===== src/bfti_pkg.sv =====
// ----------------------------------------------------------------------------
// bfti_pkg
// Codes, widths and types shared by the box face tile indexer.
// ----------------------------------------------------------------------------
`default_nettype none

package bfti_pkg;

  // Stream payload widths; the tdata widths are padded to whole bytes
  localparam int InDataW  = 56;
  localparam int InUserW  = 1;
  localparam int OutDataW = 56;
  localparam int OutUserW = 3;

  // Configuration port
  localparam int CfgIdxW  = 2;
  localparam int CfgDataW = 32;

  localparam logic [CfgIdxW-1:0] CfgSizeX    = 2'd0;
  localparam logic [CfgIdxW-1:0] CfgSizeY    = 2'd1;
  localparam logic [CfgIdxW-1:0] CfgSizeZ    = 2'd2;
  localparam logic [CfgIdxW-1:0] CfgBaseTile = 2'd3;

  // Request opcodes
  localparam logic OpToIndex = 1'b0;
  localparam logic OpToTile  = 1'b1;

  // Number of faces on the box
  localparam int NumFaces = 6;

  typedef enum logic [2:0] {
    StOk       = 3'd0,
    StOffFace  = 3'd1,
    StBelow    = 3'd2,
    StPastLast = 3'd3,
    StBadFace  = 3'd4
  } status_e;

endpackage

`default_nettype wire


===== src/box_face_tile_index.sv =====
// ----------------------------------------------------------------------------
// box_face_tile_index
// Pipelined mapping between box face tiles and flat tile numbers.
// ----------------------------------------------------------------------------
// One request per cycle unless stalled, one result per request, in order.
// Opcode OpToIndex turns a face, column and row into a flat tile number:
// base_tile plus the tile counts of all earlier faces plus row * width + col.
// Faces 0 and 1 are size_z wide and size_y high, faces 2 and 3 size_x wide
// and size_z high, faces 4 and 5 size_x wide and size_y high. A coordinate
// off the face returns the face's first tile with status off-face; face 6 or
// 7 returns zero with status bad-face. Opcode OpToTile finds the face holding
// a tile number by comparing against running face totals, then splits the
// offset into row and column with a restoring divider of one quotient bit
// per stage. Numbers below base_tile or past face 5 are flagged and return
// zeros. From request accept to result valid a request passes an input
// register, three arithmetic stages, one divider stage per quotient bit and
// the output register. Every stage has its own valid bit and moves when
// the next one is empty or moving, so a stalled output holds only what is
// needed and bubbles close up. Write the configuration only while no
// request is in flight; cfg_ready_o is always high. Flat numbers wrap
// modulo 2^INDEX_BITS (at most 32 bits).
// ----------------------------------------------------------------------------
`default_nettype none

module box_face_tile_index #(
  parameter int DIM_BITS   = 8,
  parameter int INDEX_BITS = 32
) (
  input  logic                           clk_i,
  input  logic                           rst_ni,
  // Request stream
  input  logic                           s_axis_tvalid,
  output logic                           s_axis_tready,
  // tdata: face[2:0], col[12:3], row[22:13], tile_number[54:23], zero[55]
  input  logic [bfti_pkg::InDataW-1:0]   s_axis_tdata,
  // tuser: opcode[0]
  input  logic [bfti_pkg::InUserW-1:0]   s_axis_tuser,
  // Result stream
  output logic                           m_axis_tvalid,
  input  logic                           m_axis_tready,
  // tdata: result_index[31:0], result_face[34:32], result_col[42:35],
  //        result_row[50:43], zero[55:51]
  output logic [bfti_pkg::OutDataW-1:0]  m_axis_tdata,
  // tuser: status[2:0]
  output logic [bfti_pkg::OutUserW-1:0]  m_axis_tuser,
  // Configuration writes
  input  logic                           cfg_valid_i,
  output logic                           cfg_ready_o,
  input  logic [bfti_pkg::CfgIdxW-1:0]   cfg_index_i,
  input  logic [bfti_pkg::CfgDataW-1:0]  cfg_data_i
);

  import bfti_pkg::*;

  // Dimension registers are DW bits wide: DIM_BITS, capped at 8.
  localparam int DW = (DIM_BITS < 8) ? DIM_BITS : 8;
  localparam int PW = 2 * DW;            // one face's tile count
  localparam int CW = PW + 3;            // running total over six faces
  localparam int IW = (INDEX_BITS < 32) ? INDEX_BITS : 32;
  localparam logic [31:0] IdxMask = 32'((64'd1 << IW) - 64'd1);

  typedef struct packed {
    logic        op;
    logic [2:0]  face;
    logic [9:0]  col;
    logic [9:0]  row;
    logic [31:0] tn;
  } s0_t;

  typedef struct packed {
    logic          op;
    logic          bad;
    logic [2:0]    face;
    logic          oob;
    logic [DW-1:0] w;
    logic [DW-1:0] rowc;
    logic [DW-1:0] colc;
    logic [PW-1:0] pzy;
    logic [PW-1:0] pxz;
    logic [PW-1:0] pxy;
    logic          below;
    logic [31:0]   loc;
  } s1_t;

  typedef struct packed {
    logic                          op;
    logic                          bad;
    logic [2:0]                    face;
    logic                          oob;
    logic [DW-1:0]                 colc;
    logic [PW-1:0]                 rw;
    logic [NumFaces-1:0][CW-1:0]   cum;
    logic                          below;
    logic [31:0]                   loc;
  } s2_t;

  typedef struct packed {
    logic          op;
    logic [31:0]   idx;
    logic [2:0]    face;
    status_e       status;
    logic [DW-1:0] rem;
    logic [DW-1:0] num;
    logic [DW-1:0] dvs;
  } div_t;

  typedef struct packed {
    logic [31:0] idx;
    logic [2:0]  face;
    logic [7:0]  col;
    logic [7:0]  row;
    status_e     status;
  } out_t;

  // One restoring division step: bring down the next dividend bit, shift in
  // one quotient bit.
  function automatic div_t div_step(div_t a);
    div_t        res;
    logic [DW:0] t;
    logic        q;
    res = a;
    t   = {a.rem, a.num[DW-1]};
    q   = (t >= {1'b0, a.dvs});
    if (q) begin
      res.rem = DW'(t - {1'b0, a.dvs});
    end else begin
      res.rem = t[DW-1:0];
    end
    res.num = {a.num[DW-2:0], q};
    return res;
  endfunction

  // --------------------------------------------------------------------------
  // Configuration registers
  // --------------------------------------------------------------------------
  logic [DW-1:0] sx_q, sy_q, sz_q;
  logic [31:0]   base_q;

  assign cfg_ready_o = 1'b1;

  always_ff @(posedge clk_i or negedge rst_ni) begin
    if (!rst_ni) begin
      sx_q   <= DW'(1);
      sy_q   <= DW'(1);
      sz_q   <= DW'(1);
      base_q <= '0;
    end else if (cfg_valid_i) begin
      unique case (cfg_index_i)
        CfgSizeX:    sx_q   <= cfg_data_i[DW-1:0];
        CfgSizeY:    sy_q   <= cfg_data_i[DW-1:0];
        CfgSizeZ:    sz_q   <= cfg_data_i[DW-1:0];
        CfgBaseTile: base_q <= cfg_data_i;
        default: ;
      endcase
    end
  end

  // --------------------------------------------------------------------------
  // Pipeline flow control: a stage advances when it is empty or its
  // successor advances.
  // --------------------------------------------------------------------------
  logic          s0_v_q, s1_v_q, s2_v_q, s3_v_q, out_v_q;
  logic [DW-1:0] dv_v_q;
  logic          en_s0, en_s1, en_s2, en_s3, en_out;
  logic [DW-1:0] en_dv;

  always_comb begin
    en_out        = !out_v_q || m_axis_tready;
    en_dv[DW-1]   = !dv_v_q[DW-1] || en_out;
    for (int k = DW - 2; k >= 0; k--) begin
      en_dv[k] = !dv_v_q[k] || en_dv[k+1];
    end
    en_s3 = !s3_v_q || en_dv[0];
    en_s2 = !s2_v_q || en_s3;
    en_s1 = !s1_v_q || en_s2;
    en_s0 = !s0_v_q || en_s1;
  end

  assign s_axis_tready = en_s0;
  assign m_axis_tvalid = out_v_q;

  always_ff @(posedge clk_i or negedge rst_ni) begin
    if (!rst_ni) begin
      s0_v_q  <= 1'b0;
      s1_v_q  <= 1'b0;
      s2_v_q  <= 1'b0;
      s3_v_q  <= 1'b0;
      dv_v_q  <= '0;
      out_v_q <= 1'b0;
    end else begin
      if (en_s0) s0_v_q <= s_axis_tvalid;
      if (en_s1) s1_v_q <= s0_v_q;
      if (en_s2) s2_v_q <= s1_v_q;
      if (en_s3) s3_v_q <= s2_v_q;
      if (en_dv[0]) dv_v_q[0] <= s3_v_q;
      for (int k = 1; k < DW; k++) begin
        if (en_dv[k]) dv_v_q[k] <= dv_v_q[k-1];
      end
      if (en_out) out_v_q <= dv_v_q[DW-1];
    end
  end

  // --------------------------------------------------------------------------
  // Stage 1: face geometry, bounds check, face tile counts, offset from base
  // --------------------------------------------------------------------------
  s0_t s0_q;
  s1_t s1_q, s1_d;

  always_comb begin
    logic [DW-1:0] w1, h1;
    w1 = (s0_q.face < 3'd2) ? sz_q : sx_q;
    h1 = (s0_q.face < 3'd2) ? sy_q : ((s0_q.face < 3'd4) ? sz_q : sy_q);
    s1_d.op    = s0_q.op;
    s1_d.bad   = (s0_q.face >= 3'(NumFaces));
    s1_d.face  = s0_q.face;
    // a negative coordinate has its sign bit set, so the unsigned compares
    // only decide for non-negative values
    s1_d.oob   = s0_q.col[9] || s0_q.row[9] ||
                 (s0_q.col >= 10'(w1)) || (s0_q.row >= 10'(h1));
    s1_d.w     = w1;
    s1_d.rowc  = s0_q.row[DW-1:0];
    s1_d.colc  = s0_q.col[DW-1:0];
    s1_d.pzy   = PW'(sz_q) * PW'(sy_q);
    s1_d.pxz   = PW'(sx_q) * PW'(sz_q);
    s1_d.pxy   = PW'(sx_q) * PW'(sy_q);
    s1_d.below = (s0_q.tn < base_q);
    s1_d.loc   = s0_q.tn - base_q;
  end

  // --------------------------------------------------------------------------
  // Stage 2: running face totals, row times width
  // --------------------------------------------------------------------------
  s2_t s2_q, s2_d;

  always_comb begin
    logic [CW-1:0] c3;
    c3 = (CW'(s1_q.pzy) << 1) + (CW'(s1_q.pxz) << 1);
    s2_d.op     = s1_q.op;
    s2_d.bad    = s1_q.bad;
    s2_d.face   = s1_q.face;
    s2_d.oob    = s1_q.oob;
    s2_d.colc   = s1_q.colc;
    s2_d.rw     = PW'(s1_q.rowc) * PW'(s1_q.w);
    s2_d.cum[0] = CW'(s1_q.pzy);
    s2_d.cum[1] = CW'(s1_q.pzy) << 1;
    s2_d.cum[2] = (CW'(s1_q.pzy) << 1) + CW'(s1_q.pxz);
    s2_d.cum[3] = c3;
    s2_d.cum[4] = c3 + CW'(s1_q.pxy);
    s2_d.cum[5] = c3 + (CW'(s1_q.pxy) << 1);
    s2_d.below  = s1_q.below;
    s2_d.loc    = s1_q.loc;
  end

  // --------------------------------------------------------------------------
  // Stage 3: flat number for OpToIndex; face search and offset for OpToTile
  // --------------------------------------------------------------------------
  div_t s3_q, s3_d;

  always_comb begin
    logic [CW-1:0] pre, prev;
    logic [31:0]   sum;
    logic          found;
    logic [2:0]    fsel;
    logic [PW-1:0] off;
    pre = '0;
    for (int f = 1; f < NumFaces; f++) begin
      if (s2_q.face == 3'(f)) pre = s2_q.cum[f-1];
    end
    sum = base_q + 32'(pre) +
          (s2_q.oob ? 32'd0 : (32'(s2_q.rw) + 32'(s2_q.colc)));

    // first face whose running total passes the offset; empty faces drop out
    found = 1'b0;
    fsel  = '0;
    off   = '0;
    prev  = '0;
    for (int f = 0; f < NumFaces; f++) begin
      if (!found && (s2_q.loc < 32'(s2_q.cum[f]))) begin
        found = 1'b1;
        fsel  = 3'(f);
        off   = PW'(s2_q.loc - 32'(prev));
      end
      prev = s2_q.cum[f];
    end

    s3_d.op   = s2_q.op;
    s3_d.face = fsel;
    s3_d.rem  = off[PW-1:DW];
    s3_d.num  = off[DW-1:0];
    s3_d.dvs  = (fsel < 3'd2) ? sz_q : sx_q;
    if (s2_q.op == OpToIndex) begin
      s3_d.idx = s2_q.bad ? 32'd0 : (sum & IdxMask);
      if (s2_q.bad) begin
        s3_d.status = StBadFace;
      end else if (s2_q.oob) begin
        s3_d.status = StOffFace;
      end else begin
        s3_d.status = StOk;
      end
    end else begin
      s3_d.idx = 32'd0;
      if (s2_q.below) begin
        s3_d.status = StBelow;
      end else if (!found) begin
        s3_d.status = StPastLast;
      end else begin
        s3_d.status = StOk;
      end
    end
  end

  // --------------------------------------------------------------------------
  // Divider stages: one quotient bit each, row in num, column in rem
  // --------------------------------------------------------------------------
  div_t dv_q [DW];

  // --------------------------------------------------------------------------
  // Output formatting: zero the fields that do not apply
  // --------------------------------------------------------------------------
  out_t out_q, out_d;

  always_comb begin
    out_d.idx    = dv_q[DW-1].idx;
    out_d.status = dv_q[DW-1].status;
    if ((dv_q[DW-1].op == OpToTile) && (dv_q[DW-1].status == StOk)) begin
      out_d.face = dv_q[DW-1].face;
      out_d.col  = 8'(dv_q[DW-1].rem);
      out_d.row  = 8'(dv_q[DW-1].num);
    end else begin
      out_d.face = '0;
      out_d.col  = '0;
      out_d.row  = '0;
    end
  end

  // Payload registers: load on advance with a valid request upstream
  always_ff @(posedge clk_i) begin
    if (en_s0 && s_axis_tvalid) begin
      s0_q.op   <= s_axis_tuser[0];
      s0_q.face <= s_axis_tdata[2:0];
      s0_q.col  <= s_axis_tdata[12:3];
      s0_q.row  <= s_axis_tdata[22:13];
      s0_q.tn   <= s_axis_tdata[54:23];
    end
    if (en_s1 && s0_v_q) s1_q <= s1_d;
    if (en_s2 && s1_v_q) s2_q <= s2_d;
    if (en_s3 && s2_v_q) s3_q <= s3_d;
    if (en_dv[0] && s3_v_q) dv_q[0] <= div_step(s3_q);
    for (int k = 1; k < DW; k++) begin
      if (en_dv[k] && dv_v_q[k-1]) dv_q[k] <= div_step(dv_q[k-1]);
    end
    if (en_out && dv_v_q[DW-1]) out_q <= out_d;
  end

  assign m_axis_tdata = {5'd0, out_q.row, out_q.col, out_q.face, out_q.idx};
  assign m_axis_tuser = out_q.status;

endmodule

`default_nettype wire


===== config.mk =====
export PLATFORM = sky130hd
export DESIGN_NAME = box_face_tile_index
export DESIGN_NICKNAME = d
export VERILOG_FILES = /design/src/bfti_pkg.sv /design/src/box_face_tile_index.sv
export SDC_FILE = /design/constraint.sdc
export NUM_CORES = 2
export LEC_CHECK = 0
export ABC_AREA = 1
export BUFFER_PORTS_ARGS = -buffer_cell sky130_fd_sc_hd__buf_2
export CAP_MARGIN = 10
export CORE_UTILIZATION = 58
export DETAILED_ROUTE_END_ITERATION = 7
export GPL_ROUTABILITY_DRIVEN = 0
export GPL_TIMING_DRIVEN = 0
export PLACE_DENSITY_LB_ADDON = 0.12
export SYNTH_ARGS = -nofsm -noshare
export SYNTH_HDL_FRONTEND = slang
export SYNTH_SLANG_ARGS = --single-unit

===== constraint.sdc =====
create_clock -name clk_i -period 10.2 [get_ports clk_i]
set_clock_uncertainty 0.2 [all_clocks]
set_input_delay 1.02 -clock clk_i [delete_from_list [all_inputs] [get_ports clk_i]]
set_output_delay 1.02 -clock clk_i [all_outputs]
set_load 0.05 [all_outputs]

==> results.toml <==
[synthesis]
syn-mean-instance-area_um2 = 10.7
synth.largest_area_cell = "edfxtp_1"
yosys-top-cells-area = "edfxtp_1 (50%), ha_1 (10%), fa_1 (6.5%), nand2_1 (6.2%), inv_1 (6.1%)"
synth_adder_area_share_pct = 16.6
synth-compound-area-share_pct = 8.19
syn_area_um2 = 55800
ys_seq_elements = 1000
synth_mux_area_share_pct = 0
ys.flop_type = "edfxtp_1"
synth_xor_area_share_pct = 3.63
synth_top_family_by_area = "adder cells"
synthDistinctLibCells = 65
async_flop_share_pct = 6.90
ys_seq_area_share_pct = 53.2
synthSimpleGateAreaFrac_pct = 11.3
netlist_instances = 5226
synth_top_area_share_pct = 50.1
yosys_warnings = 0
synth_edf_count = 931

[critical_path]
slowest_delay_ns = 0.57
critical_path_peak_fanout = 10
critical_path.cell_chain = "clkbuf_1 > clkbuf_1 > nand2_1 > fa_1 > fa_1 > inv_1 > fa_1 > inv_1 > fa_1 > inv_1 > ha_1 > a21oi_1 > o21ai_0 > a21oi_1 > nor2_1 > o21ai_0 > nand2_1 > nand2_1 > nand2_1 > a21oi_1 > xor2_1"
cp-startpoint = "sx_q[0]$_DFFE_PN1P_"
rr_worst_depth = 21
crit_end = "s1_q[47]$_DFFE_PP_"
reg2reg_to = "s1_q[47]$_DFFE_PP_"
startpoint_type = "register"
arrival_ns = 6.51
end_kind = "register"
r2r_start = "sx_q[0]$_DFFE_PN1P_"
crit_required_ns = 10.47
reg2reg_slack_ns = 3.96
slowest_stage = "clkbuf_1"
crit_type = "register to register"

[layout]
mostFrequentLayoutCell = "edfxtp_1"
fin_cells = 6852
most-common-layout-cells = "edfxtp_1 (931), nand2_1 (926), inv_1 (895)"
fill_cells = 7289
finalNetCount = 6229
drive_above_1_share_pct = 7.65
fin_util_pct = 65.1
fin_area_um2 = 61900
synthToLayoutAreaGrowth_pct = 11.0

[die]
ios = 158
die_h_um = 312
std_cell_rows = 113
die_w_um = 312
start_util_pct = 58.6
die-area_um2 = 97400
coreArea_um2 = 95200

[placed_design]
dp.cells = 6664
placed_area_um2 = 58600
dp_hpwl_um = 95400
post-place-ws_ns = 4.13
port_buffers = 150

[drt]
wirelength_um = 124000
avgRoutedWirePerCell_um = 18.1
drt_iter0_markers = 2876
vias_per_cell = 5.41
dr.pass1.iters = 7
drc = 0
antenna_left = 0
vias = 37100

[power]
p_leak_uw = 0.0281
cellPowerDensity_nw_per_um2 = 302
ir_worst_vdd_v = 0.000240

[cts]
cts_setup_buffers = 0
cts_root_buf = "clkbuf_16"
cts_tree = "done"
htree_levels = 3
clock_latency_ns = 0.72
cts.sinks = 1000
clock_path_buffers = 3
path_clk_slew_ns = 0.06
cts_buffers = 100

[grt]
grt-ovfl-total = 0
grt_max_degree = 81
grt_use_total_pct = 25.6
grt_pass1_wl_um = 194000
antenna_found_initial = 1
grt_pass1_vias = 36400

[sta]
layout_min_cycle_time_ns = 6.24
drv_slew = 0
layout_setup_ws_ns = 3.96
setup_viol = 0
fmax_mhz = 160
finalCritPeriodShare_pct = 61.2
fin_hold_ws_ns = 0.207
hold_viol = 0
rsz0062_at_grt = "no"
timing.slew.headroom_pct = 21.8
tightest_slew_ns = 1.17

[run_status]
status = "finished clean"

[worst_hold_path]
hp-class = "register to register"

[job]
drv_cap = 0
## stage by stage
step	total power, µW	TNS, ns
5_1_grt	20000	0
3_3_place_gp	14700	-55.33
2_1_floorplan	12800	0
6_report	18700	0
4_1_cts	18700	0
3_5_place_dp	15000	0
## cell families (layout without fill, tap and decap cells)
| family | after synthesis | after routing |
|---|---|---|
| and+or+nand+nor | 1531 | 1531 |
| AOI/OAI and AO/OA | 811 | 811 |
| other | 2 | 8 |
| buffers and inverters | 1020 | 1375 |
| DFF | 1000 | 1000 |
| adders and majority gates | 631 | 631 |
| xor gates and xnor gates | 231 | 231 |
## critical path: cells and delay by family (launching register included)
family | cells | cell delay [ns]
DFF | 1 | 0.51
AOI/OAI and AO/OA | 5 | 0.79
xor gates and xnor gates | 1 | 0.25
and+or+nand+nor | 5 | 0.47
buffers and inverters | 5 | 1.25
adders and majority gates | 5 | 2.51
## area by class of cell
type / instances / area [µm²] / share of cell area [%]
inverters: 910 / 3420 / 5.53
diodes: 2 / 5.00 / 0.00808
flip-flops and latches: 1000 / 29700 / 48.0
well taps: 1265 / 1580 / 2.56
multi-input cells: 3210 / 22200 / 35.9
clock inverters: 61 / 704 / 1.14
repair buffers: 170 / 1170 / 1.88
clock buffers: 124 / 2610 / 4.22
plain buffers: 110 / 504 / 0.814
## cells in the mapped netlist, drive strengths merged, types with 3 or more instances
master and count:
nand2 945, edfxtp 931, inv 908, ha 450, a21oi 396, nor2 339, o21ai 238, fa 181
xor2 152, nand3 139, xnor2 79, clkbuf 73, dfrtp 66, nor3 47, buf 37, nand4 28
a31oi 21, o22ai 21, a21o 18, o21bai 17, a211oi 16, o221ai 14, o21a 13, a21boi 11
o211ai 11, or2 11, o2111ai 8, o41ai 8, nand3b 7, nor4 6, a221oi 5, a31o 3
and2 3, dfstp 3, nor3b 3
## where the power goes
part | switching, µW | internal (µW) | total (µW)
registers | 575 | 6320 | 6900
clock network | 1570 | 2070 | 3640
logic | 5270 | 2880 | 8150
## sequential cells by signal (all words and copies together), names as in the netlist
name / flops
s3_q: 63
s1_q: 111
s3_v_q: 1
s2_q: 151
sx_q: 8
m_axis_tvalid: 1
m_axis_tuser: 3
m_axis_tdata: 51
s1_v_q: 1
dv_v_q: 8
s0_v_q: 1
s2_v_q: 1
s0_q: 56
dv_q: 496
sz_q: 8
base_q: 32
sy_q: 8
## how the worst min path moves through the flow
stage | end | cells past startpoint | slack, ns | start
6_report | dv_q[0][169]$_DFFE_PP_ | 0 | 0.21 | dv_q[0][106]$_DFFE_PP_
2_1_floorplan | dv_q[0][100]$_DFFE_PP_ | 0 | 0.20 | dv_q[0][37]$_DFFE_PP_
3_3_place_gp | dv_q[1][87]$_DFFE_PP_ | 0 | 0.20 | dv_q[1][24]$_DFFE_PP_
4_1_cts | dv_q[0][90]$_DFFE_PP_ | 0 | 0.20 | dv_q[0][27]$_DFFE_PP_
3_5_place_dp | dv_q[0][117]$_DFFE_PP_ | 0 | 0.20 | dv_q[0][54]$_DFFE_PP_
5_1_grt | dv_q[0][91]$_DFFE_PP_ | 0 | 0.21 | dv_q[0][28]$_DFFE_PP_
## layer usage
| layer | wire [µm] | up-vias | track usage [%] |
|---|---|---|---|
| li1 | - | 18100 | - |
| met1 | 50700 | 17500 | 32.7 |
| met2 | 59300 | 1221 | 43.4 |
| met3 | 7910 | 305 | 3.88 |
| met4 | 6050 | 0 | 11.5 |
| met5 | 0 | - | 0 |
## repair_timing
item | 4_1_cts | 5_1_grt
hold buffers | 1 | 0
hold endpoints to repair | 5 | 0
gates resized for setup | 0 | 0
Note: power is estimated with default switching activity, not from simulation.
